<file path="src/rtl/lr_pkg.sv">
// Shared types and constants for the line rasterizer.
// Holds the input and result transaction structs and the per-line walk state.
// No dependencies; every other file of the block uses it.
package lr_pkg;

    localparam int COORD_W = 10;
    localparam int PEN_W   = 32;
    localparam int ERR_W   = COORD_W + 2;
    localparam int REM_W   = COORD_W + 1;

    localparam logic FUNC_START = 1'b0;
    localparam logic FUNC_STEP  = 1'b1;

    typedef struct packed {
        logic               func;
        logic [COORD_W-1:0] x_start;
        logic [COORD_W-1:0] y_start;
        logic [COORD_W-1:0] x_end;
        logic [COORD_W-1:0] y_end;
        logic [PEN_W-1:0]   pen_in;
    } in_item_t;

    typedef struct packed {
        logic [COORD_W-1:0] pix_x;
        logic [COORD_W-1:0] pix_y;
        logic [PEN_W-1:0]   pen_out;
        logic               last_pixel;
    } out_item_t;

    typedef struct packed {
        logic                    busy;
        logic [COORD_W-1:0]      cur_x;
        logic [COORD_W-1:0]      cur_y;
        logic signed [ERR_W-1:0] err_acc;
        logic [COORD_W-1:0]      major_span;
        logic [COORD_W-1:0]      minor_span;
        logic [REM_W-1:0]        remaining;
        logic                    y_is_major;
        logic                    minor_down;
        logic [PEN_W-1:0]        pen_hold;
    } line_state_t;

endpackage

</file>
<file path="src/rtl/line_rasterizer_top.sv">
// Line rasterizer top level: input register, walk state and result register.
// Depends on lr_pkg, lr_setup and lr_step.
//
// A start transaction loads two endpoints and a pen value and yields the first
// pixel; each step transaction yields the next pixel until the one flagged
// last_pixel, and a step with no line running yields nothing. A line has
// max(major span, 1) pixels and the far endpoint is not drawn. A new
// transaction is accepted each cycle while results are taken. From
// acceptance to a valid result it passes the input register and then the
// result register, around the combinational error and coordinate update.
module line_rasterizer_top (
    input  logic              aclk,
    input  logic              aresetn,
    input  logic              s_valid,
    output logic              s_ready,
    input  lr_pkg::in_item_t  s_data,
    output logic              m_valid,
    input  logic              m_ready,
    output lr_pkg::out_item_t m_data
);

    logic                in_valid_reg;
    lr_pkg::in_item_t    in_reg;
    lr_pkg::line_state_t state_reg;
    logic                m_valid_reg;
    lr_pkg::out_item_t   m_data_reg;

    lr_pkg::line_state_t setup_state;
    lr_pkg::line_state_t work_state;
    lr_pkg::line_state_t step_next;
    lr_pkg::out_item_t   step_pixel;

    logic is_start;
    logic emits;
    logic out_free;
    logic proc_fire;

    lr_setup u_setup (
        .item       (in_reg),
        .init_state (setup_state)
    );

    lr_step u_step (
        .cur_state  (work_state),
        .pixel      (step_pixel),
        .next_state (step_next)
    );

    always_comb begin
        is_start   = (in_reg.func == lr_pkg::FUNC_START);
        emits      = is_start || state_reg.busy;
        out_free   = !m_valid_reg || m_ready;
        proc_fire  = in_valid_reg && (!emits || out_free);
        work_state = is_start ? setup_state : state_reg;
    end

    assign s_ready = !in_valid_reg || proc_fire;
    assign m_valid = m_valid_reg;
    assign m_data  = m_data_reg;

    always_ff @(posedge aclk) begin
        if (!aresetn) begin
            in_valid_reg <= 1'b0;
        end else if (s_valid && s_ready) begin
            in_valid_reg <= 1'b1;
        end else if (proc_fire) begin
            in_valid_reg <= 1'b0;
        end
    end

    always_ff @(posedge aclk) begin
        if (s_valid && s_ready) begin
            in_reg <= s_data;
        end
    end

    always_ff @(posedge aclk) begin
        if (!aresetn) begin
            state_reg <= '0;
        end else if (proc_fire && emits) begin
            state_reg <= step_next;
        end
    end

    always_ff @(posedge aclk) begin
        if (!aresetn) begin
            m_valid_reg <= 1'b0;
        end else if (proc_fire && emits) begin
            m_valid_reg <= 1'b1;
        end else if (m_ready) begin
            m_valid_reg <= 1'b0;
        end
    end

    always_ff @(posedge aclk) begin
        if (proc_fire && emits) begin
            m_data_reg <= step_pixel;
        end
    end

    a_busy_matches_count : assert property (@(posedge aclk) disable iff (!aresetn)
        state_reg.busy == (state_reg.remaining != '0))
        else $error("busy flag disagrees with pixel count");

    a_err_in_range : assert property (@(posedge aclk) disable iff (!aresetn)
        state_reg.busy |-> (state_reg.err_acc > 0) &&
            (state_reg.err_acc <= $signed({2'b00, state_reg.major_span})))
        else $error("error term left its range during a line");

    a_start_gives_result : assert property (@(posedge aclk) disable iff (!aresetn)
        (proc_fire && is_start) |=> m_valid_reg)
        else $error("start transaction produced no result");

    a_idle_step_silent : assert property (@(posedge aclk) disable iff (!aresetn)
        (proc_fire && !emits) |=> (m_valid_reg == $past(m_valid_reg && !m_ready)))
        else $error("step while idle changed the result channel");

endmodule

</file>
<file path="src/rtl/lr_setup.sv">
// Line setup logic: turns a start transaction into the initial walk state.
// Depends on lr_pkg for the transaction and state types.
module lr_setup (
    input  lr_pkg::in_item_t    item,
    output lr_pkg::line_state_t init_state
);

    localparam int CW = lr_pkg::COORD_W;

    logic [CW-1:0] x_len;
    logic [CW-1:0] y_len;
    logic          y_major;
    logic          swap;
    logic [CW-1:0] sx, sy, ox, oy;
    logic [CW-1:0] major;
    logic [CW-1:0] minor;

    always_comb begin
        x_len   = (item.x_start > item.x_end) ? (item.x_start - item.x_end)
                                              : (item.x_end - item.x_start);
        y_len   = (item.y_start > item.y_end) ? (item.y_start - item.y_end)
                                              : (item.y_end - item.y_start);
        y_major = (y_len > x_len);
        swap    = y_major ? (item.y_start > item.y_end) : (item.x_start > item.x_end);
        major   = y_major ? y_len : x_len;
        minor   = y_major ? x_len : y_len;

        sx = swap ? item.x_end   : item.x_start;
        sy = swap ? item.y_end   : item.y_start;
        ox = swap ? item.x_start : item.x_end;
        oy = swap ? item.y_start : item.y_end;

        init_state.busy       = 1'b1;
        init_state.cur_x      = sx;
        init_state.cur_y      = sy;
        init_state.err_acc    = $signed({2'b00, major});
        init_state.major_span = major;
        init_state.minor_span = minor;
        init_state.remaining  = (major != '0) ? {1'b0, major} : lr_pkg::REM_W'(1);
        init_state.y_is_major = y_major;
        init_state.minor_down = y_major ? (ox < sx) : (oy < sy);
        init_state.pen_hold   = item.pen_in;
    end

endmodule

</file>
<file path="src/rtl/lr_step.sv">
// Single pixel step: emits the current point and advances the error term.
// Depends on lr_pkg for the state and result types.
module lr_step (
    input  lr_pkg::line_state_t cur_state,
    output lr_pkg::out_item_t   pixel,
    output lr_pkg::line_state_t next_state
);

    localparam int CW = lr_pkg::COORD_W;
    localparam int EW = lr_pkg::ERR_W;
    localparam int RW = lr_pkg::REM_W;

    logic signed [EW-1:0] diff;
    logic                 wrap;
    logic [CW-1:0]        minor_coord;
    logic [CW-1:0]        minor_moved;
    logic [RW-1:0]        rem_next;

    always_comb begin
        pixel.pix_x      = cur_state.cur_x;
        pixel.pix_y      = cur_state.cur_y;
        pixel.pen_out    = cur_state.pen_hold;
        pixel.last_pixel = (cur_state.remaining == RW'(1));

        diff        = cur_state.err_acc - $signed({2'b00, cur_state.minor_span});
        wrap        = (diff <= 0);
        minor_coord = cur_state.y_is_major ? cur_state.cur_x : cur_state.cur_y;
        minor_moved = cur_state.minor_down ? (minor_coord - CW'(1))
                                           : (minor_coord + CW'(1));
        rem_next    = (cur_state.remaining != '0) ? (cur_state.remaining - RW'(1)) : '0;

        next_state         = cur_state;
        next_state.err_acc = wrap ? (diff + $signed({2'b00, cur_state.major_span})) : diff;
        if (cur_state.y_is_major) begin
            next_state.cur_y = cur_state.cur_y + CW'(1);
            if (wrap) begin
                next_state.cur_x = minor_moved;
            end
        end else begin
            next_state.cur_x = cur_state.cur_x + CW'(1);
            if (wrap) begin
                next_state.cur_y = minor_moved;
            end
        end
        next_state.remaining = rem_next;
        next_state.busy      = (rem_next != '0);
    end

endmodule

</file>
<file path="config.mk">
export PLATFORM = sky130hd
export DESIGN_NAME = line_rasterizer_top
export DESIGN_NICKNAME = d
export VERILOG_FILES = /design/src/rtl/lr_pkg.sv /design/src/rtl/line_rasterizer_top.sv /design/src/rtl/lr_setup.sv /design/src/rtl/lr_step.sv
export SDC_FILE = /design/constraint.sdc
export NUM_CORES = 1
export LEC_CHECK = 0
export BUFFER_PORTS_ARGS = -buffer_cell sky130_fd_sc_hd__buf_4
export CAP_MARGIN = 20
export CORE_MARGIN = 5
export CORE_UTILIZATION = 30
export CTS_CLUSTER_DIAMETER = 100
export DETAILED_ROUTE_END_ITERATION = 6
export PLACE_DENSITY_LB_ADDON = 0.2
export SLEW_MARGIN = 15
export SYNTH_ARGS = -nofsm -noshare
export SYNTH_HDL_FRONTEND = slang
export SYNTH_SLANG_ARGS = --single-unit
</file>
<file path="constraint.sdc">
create_clock -name aclk -period 18.1 [get_ports aclk]
set_input_delay 0.905 -clock aclk [delete_from_list [all_inputs] [get_ports aclk]]
set_output_delay 0.905 -clock aclk [all_outputs]
set_load 0.1 [all_outputs]
</file>
==> impl_metrics.json, run 1 <==
{
  "drtPass1Iterations": 7,
  "rsz0062_at_grt": "no",
  "grt-ovfl-total": 0,
  "yosysTopAreaCell": "edfxtp_1",
  "htreeDepth": 1,
  "synth_top_area_share_pct": 27.4,
  "cts_resized": 0,
  "diodes": 0,
  "cts.sinks": 226,
  "final_nets": 1770,
  "grt_max_degree": 108,
  "sw_frac_of_total_pct": 43.0,
  "start_kind": "flip-flop",
  "clock_skew_ns": 0.0174,
  "period_share_pct": 55.0,
  "vias_per_cell": 5.13,
  "synthesis.nets": 1664,
  "grt_pass1_vias": 11288,
  "areaGrowthSynthToFinish_pct": 18.1,
  "chipWidth_um": 225,
  "cp_slowest_stage_delay_ns": 0.66,
  "cts.clk_slew.worst_paths_ns": 0.06,
  "fillers": 4678,
  "place_congestion": 0.895,
  "clock_path_buffers": 3,
  "maxCapViolations": 0,
  "synthCells": 1501,
  "status": "finished clean",
  "syn_area_um2": 13800,
  "rows": 78,
  "port_buffers": 131,
  "slowest_stage": "a211oi_1",
  "avgSynthCellArea_um2": 9.21,
  "wire_per_inst_um": 18.7,
  "regArea_um2": 5790,
  "synth-seq-area-share_pct": 41.9,
  "grtUsageMet2_pct": 26.3,
  "p_leak_nw": 6.40,
  "maxSlewHeadroom_pct": 36.0,
  "synthFlopType": "edfxtp_1",
  "synth_most_common_cell": "nand2_1",
  "route.vias.total": 11434,
  "initial_core_util_pct": 30.4,
  "multi_input_area_um2": 7360,
  "pin_count": 132,
  "cts_made_buffers": 27,
  "cts_tree": "done",
  "cts_setup_buffers": 0,
  "worst-setup-path-type": "flip-flop to flip-flop",
  "max_freq_ghz": 0.100,
  "grtUsageTotal_pct": 16.0,
  "pwr-share-seq_pct": 25.8,
  "fin_crit_ns": 9.95,
  "drv_slew": 0,
  "worstSkewPairLatency_ns": 0.57,
  "drtIter0Drc": 804,
  "switchingPower_mw": 0.999,
  "grt_pass1_wl_um": 65200,
  "path_delay_family": "compound AO/OA/AOI/OAI gates",
  "yosys_warnings": 0,
  "synth-edff-count": 126,
  "grtUsageMet3_pct": 2.83,
  "cp.arrival_ns": 10.36,
  "power_frac_comb_pct": 50.4,
  "yosys_register_bits": 226,
  "ys_async_sr_fraction_pct": 0,
  "root_buffer": "clkbuf_16",
  "place.detailed.hpwl_um": 29100,
  "power_mw": 2.33,
  "worst_pin_slew_ns": 0.961,
  "die_y_um": 225,
  "grt_use_met1_pct": 22.3,
  "drt_wl_total_um": 41600,
  "hold_viol": 0,
  "top_usage_layer": "met2",
  "p_per_area_nw_per_um2": 143,
  "final-setup-viol-count": 0,
  "drcViolationCount": 0,
  "largest_register_ffs": 98,
  "worstPathMaxFanout": 33,
  "core_um2": 45500,
  "yosysUniqueCellTypes": 91,
  "crit_path_end_kind": "flip-flop",
  "clockPowerShare_pct": 23.9,
  "critPathBufInv": 3,
  "drive_gt1_share_pct": 16.8,
  "power_report.internal_total_mw": 1.33,
  "synthTopCellsByArea": "edfxtp_1 (27%), dfxtp_1 (14%), ha_1 (7.2%), nand2_1 (5.3%), a21oi_1 (5.0%)",
  "synth_common_cells": "nand2_1 (196), a21oi_1 (138), edfxtp_1 (126)",
  "tns_ns": 0,
  "vdd_drop_max_v": 0.0000714,
  "hp-class": "flip-flop to flip-flop",
  "antenna_found_initial": 0,
  "required_ns": 18.51,
  "dieArea_um2": 50400,
  "hold_buffers": 0,
  "drtAntennaViolNets": 0,
  "cpMostUsedCell": "o21ai_0"
}
==> layer usage <==
| metal | share of wire, % | vias to the layer above |
|---|---|---|
| li1 | - | 5634 |
| met1 | 47 | 5510 |
| met2 | 46 | 245 |
| met3 | 5.4 | 45 |
| met4 | 1.5 | 0 |
| met5 | 0 | - |
==> power by group through the flow <==
stage / Sequential [mW] / Combinational, mW / Clock (mW)
floorplan: 0.646 / 0.829 / 0
global placement: 0.609 / 1.16 / 0
detailed placement: 0.611 / 1.16 / 0
CTS: 0.600 / 1.17 / 0.574
global route: 0.604 / 1.29 / 0.593
finish: 0.600 / 1.17 / 0.555
==> per-stage QoR <==
step / area, um^2 / worst slack [ns] / instances / util [%] / hold WS (ns)
floorplan: 13800 / 9.88 / 1501 / - / 0.412
global placement: 15400 / 8.39 / 2178 / 33.9 / 0.428
detailed placement: 15400 / 8.23 / 2178 / 33.9 / 0.432
CTS: 16300 / 8.13 / 2228 / 35.9 / 0.444
global route: 16300 / 7.42 / 2228 / 35.9 / 0.471
finish: 16300 / 8.15 / 2228 / 35.9 / 0.443
==> worst register-to-register path, delay by kind of cell (launching register included) <==
| family | cells | cell delay [ns] |
|---|---|---|
| and+or+nand+nor | 10 | 2.30 |
| adders and majority gates | 3 | 1.03 |
| buffers and inverters | 3 | 0.68 |
| muxes | 1 | 0.39 |
| DFF | 1 | 0.39 |
| AOI/OAI and AO/OA | 18 | 4.99 |
==> path summary, 6_finish.rpt <==
check,from,slack [ns],end,depth (start not counted)
hold / removal,state_reg[44],0.44,state_reg[44],2
setup / recovery,in_reg[39],8.15,state_reg[78],35
hold reg to reg,state_reg[44],0.44,state_reg[44],2
setup reg to reg,in_reg[39],8.15,state_reg[78],35
==> final cells by class <==
type / count / share of cell area, %
multi-input cells: 1104 / 45.1
clock buffers: 35 / 4.64
repair buffers: 152 / 7.07
inverters: 96 / 2.22
flip-flops and latches: 226 / 35.5
well taps: 600 / 4.60
clock inverters: 15 / 0.913
==> logic make-up (layout without fill, tap and decap cells) <==
| group | count (synthesis) | in the layout | synth area share (%) |
|---|---|---|---|
| adder cells (fa/ha/maj) | 86 | 86 | 8.17 |
| AO/OA/AOI/OAI | 431 | 431 | 21.1 |
| flip-flops | 226 | 226 | 41.9 |
| buffers and inverters | 171 | 298 | 4.99 |
| AND/OR/NAND/NOR | 487 | 487 | 16.6 |
| multiplexers | 51 | 51 | 4.00 |
| XOR/XNOR | 49 | 49 | 3.21 |
==> cell usage in the layout, fill, tap and decap left out, types with 28 or more instances in the layout <==
master,netlist,routed
nand2_1,196,196
dfxtp_1,100,100
buf_4,2,151
a211oi_1,38,38
inv_1,95,93
o21ai_0,69,69
nand3_1,48,48
nor3_1,30,30
nor2_1,113,113
clkbuf_16,0,28
xnor2_1,29,29
mux2_2,34,34
edfxtp_1,126,126
ha_1,79,79
a21oi_1,138,138
a21o_1,29,29
No activity file was read; power rests on OpenSTA's default activity.
==> inputs of run 2 (changes only) <==
==> constraint.sdc (replaced) <==
create_clock -name aclk -period 8.3 [get_ports aclk]
set_input_delay 0.415 -clock aclk [delete_from_list [all_inputs] [get_ports aclk]]
set_output_delay 0.415 -clock aclk [all_outputs]
set_load 0.1 [all_outputs]
==> impl_metrics.json, run 2 (synthesis results as in run 1) <==
{
  "status": "finished clean",
  "cts.sinks": 226,
  "start_kind": "flip-flop",
  "grt_pass1_wl_um": 66100,
  "utilization_pct": 37.5,
  "pin_count": 132,
  "drcViolationCount": 0,
  "clockPowerShare_pct": 22.4,
  "port_buffers": 131,
  "required_ns": 8.80,
  "final_nets": 1843,
  "hp-class": "input port to flip-flop",
  "fin_cells": 2302,
  "power_report.internal_total_mw": 3.11,
  "wire_per_inst_um": 18.4,
  "largest_register_ffs": 98,
  "hold_viol": 0,
  "p_per_area_nw_per_um2": 314,
  "htreeDepth": 1,
  "worstSkewPairLatency_ns": 0.56,
  "sw_frac_of_total_pct": 42.0,
  "maxSlewHeadroom_pct": 34.8,
  "chipWidth_um": 225,
  "place.detailed.hpwl_um": 30300,
  "cp_slowest_stage_delay_ns": 0.43,
  "antenna_found_initial": 0,
  "switchingPower_mw": 2.25,
  "dieArea_um2": 50400,
  "dp_cells": 2232,
  "initial_core_util_pct": 30.4,
  "cts_tree": "done",
  "maxCapViolations": 0,
  "mostFrequentLayoutCells": "buf_4 (216), nand2_1 (195), a21oi_1 (135)",
  "diodes": 0,
  "final-setup-viol-count": 0,
  "cp.arrival_ns": 8.37,
  "grt-ovfl-total": 0,
  "tns_ns": 0,
  "cpMostUsedCell": "a21o_1",
  "drtPass1Iterations": 5,
  "worst-setup-path-type": "flip-flop to flip-flop",
  "vdd_drop_max_v": 0.000156,
  "grtUsageTotal_pct": 16.2,
  "rows": 78,
  "clock_skew_ns": 0.0141,
  "core_um2": 45500,
  "route.vias.total": 11859,
  "period_share_pct": 94.8,
  "drv_slew": 0,
  "drtIter0Drc": 935,
  "crit_path_end_kind": "flip-flop",
  "die_y_um": 225,
  "place_congestion": 0.936,
  "worst_slack_ns": 0.430,
  "root_buffer": "clkbuf_16",
  "cts.clk_slew.worst_paths_ns": 0.06,
  "drtAntennaViolNets": 0,
  "power_frac_comb_pct": 53.2,
  "grt_pass1_vias": 11476,
  "slowest_stage": "edfxtp_1",
  "pwr-share-seq_pct": 24.4,
  "p_leak_nw": 6.79,
  "fin_crit_ns": 7.87,
  "clock_path_buffers": 3,
  "max_freq_ghz": 0.127,
  "drive_gt1_share_pct": 21.9,
  "final_common_cell": "buf_4",
  "drt_wl_total_um": 42300,
  "grt_max_degree": 108,
  "pre_cts_ws_ns": -0.188,
  "vias_per_cell": 5.15,
  "cts_made_buffers": 28,
  "areaGrowthSynthToFinish_pct": 23.3,
  "worstPathMaxFanout": 7,
  "worst_pin_slew_ns": 0.978
}
## run 2: critical path: cells and delay by family (launching register included)
family / cells / cell delay [ns]
DFF: 1 / 0.43
and+or+nand+nor: 8 / 1.14
xor gates and xnor gates: 2 / 0.31
AOI/OAI and AO/OA: 19 / 4.33
adders and majority gates: 3 / 0.90
buffers and inverters: 5 / 0.72
## run 2: per-stage QoR
| step | area (um^2) | hold WS [ns] | power, mW |
|---|---|---|---|
| after detailed placement | 15800 | 0.424 | 4.05 |
| after global placement | 15800 | 0.425 | 4.06 |
| after floorplan | 13800 | 0.412 | 3.22 |
| final | 17000 | 0.0310 | 5.35 |
| after CTS | 16800 | 0.000195 | 5.29 |
| after global routing | 17000 | 0.000719 | 5.74 |
## run 2: area by class of cell
| class | instances | area [um^2] |
|---|---|---|
| Clock buffer | 37 | 764 |
| Clock inverter | 15 | 144 |
| Fill cell | 4620 | 28400 |
| Inverter | 96 | 363 |
| Multi-Input combinational cell | 1104 | 7510 |
| Sequential cell | 226 | 5790 |
| Tap cell | 600 | 751 |
| Timing Repair Buffer | 224 | 1720 |
## run 2: layer usage
metal / global-route usage (%) / vias to the layer above / share of wire [%]
li1: - / 5779 / -
met1: 23.5 / 5714 / 47
met2: 25.8 / 308 / 46
met3: 2.10 / 58 / 5.3
met4: 3.63 / 0 / 2.0
met5: 0 / - / 0
## run 2: worst paths after layout
| check | slack, ns | to | cells after the start | start |
|---|---|---|---|---|
| worst max-delay path | 0.43 | state_reg[95] | 37 | in_reg[38] |
| worst min-delay path | 0.03 | in_reg[47] | 1 | s_data[47] |
| worst max register to register | 0.43 | state_reg[95] | 37 | in_reg[38] |
| worst min register to register | 0.44 | state_reg[44] | 2 | state_reg[44] |
## run 2: power by group through the flow
| stage | sequential, mW | combinational, mW | clock [mW] |
|---|---|---|---|
| 2_1_floorplan | 1.41 | 1.81 | 0 |
| 3_3_place_gp | 1.33 | 2.73 | 0 |
| 3_5_place_dp | 1.33 | 2.72 | 0 |
| 4_1_cts | 1.31 | 2.75 | 1.24 |
| 5_1_grt | 1.32 | 3.13 | 1.29 |
| 6_report | 1.31 | 2.85 | 1.20 |
## run 2: repair_timing
item | CTS | global route
hold buffers | 4 | 1
setup endpoints to repair | 20 | 32
buffers inserted | 1 | 12
resized for setup | 4 | 45
hold endpoints to repair | 4 | 1
pin swaps | 1 | 10
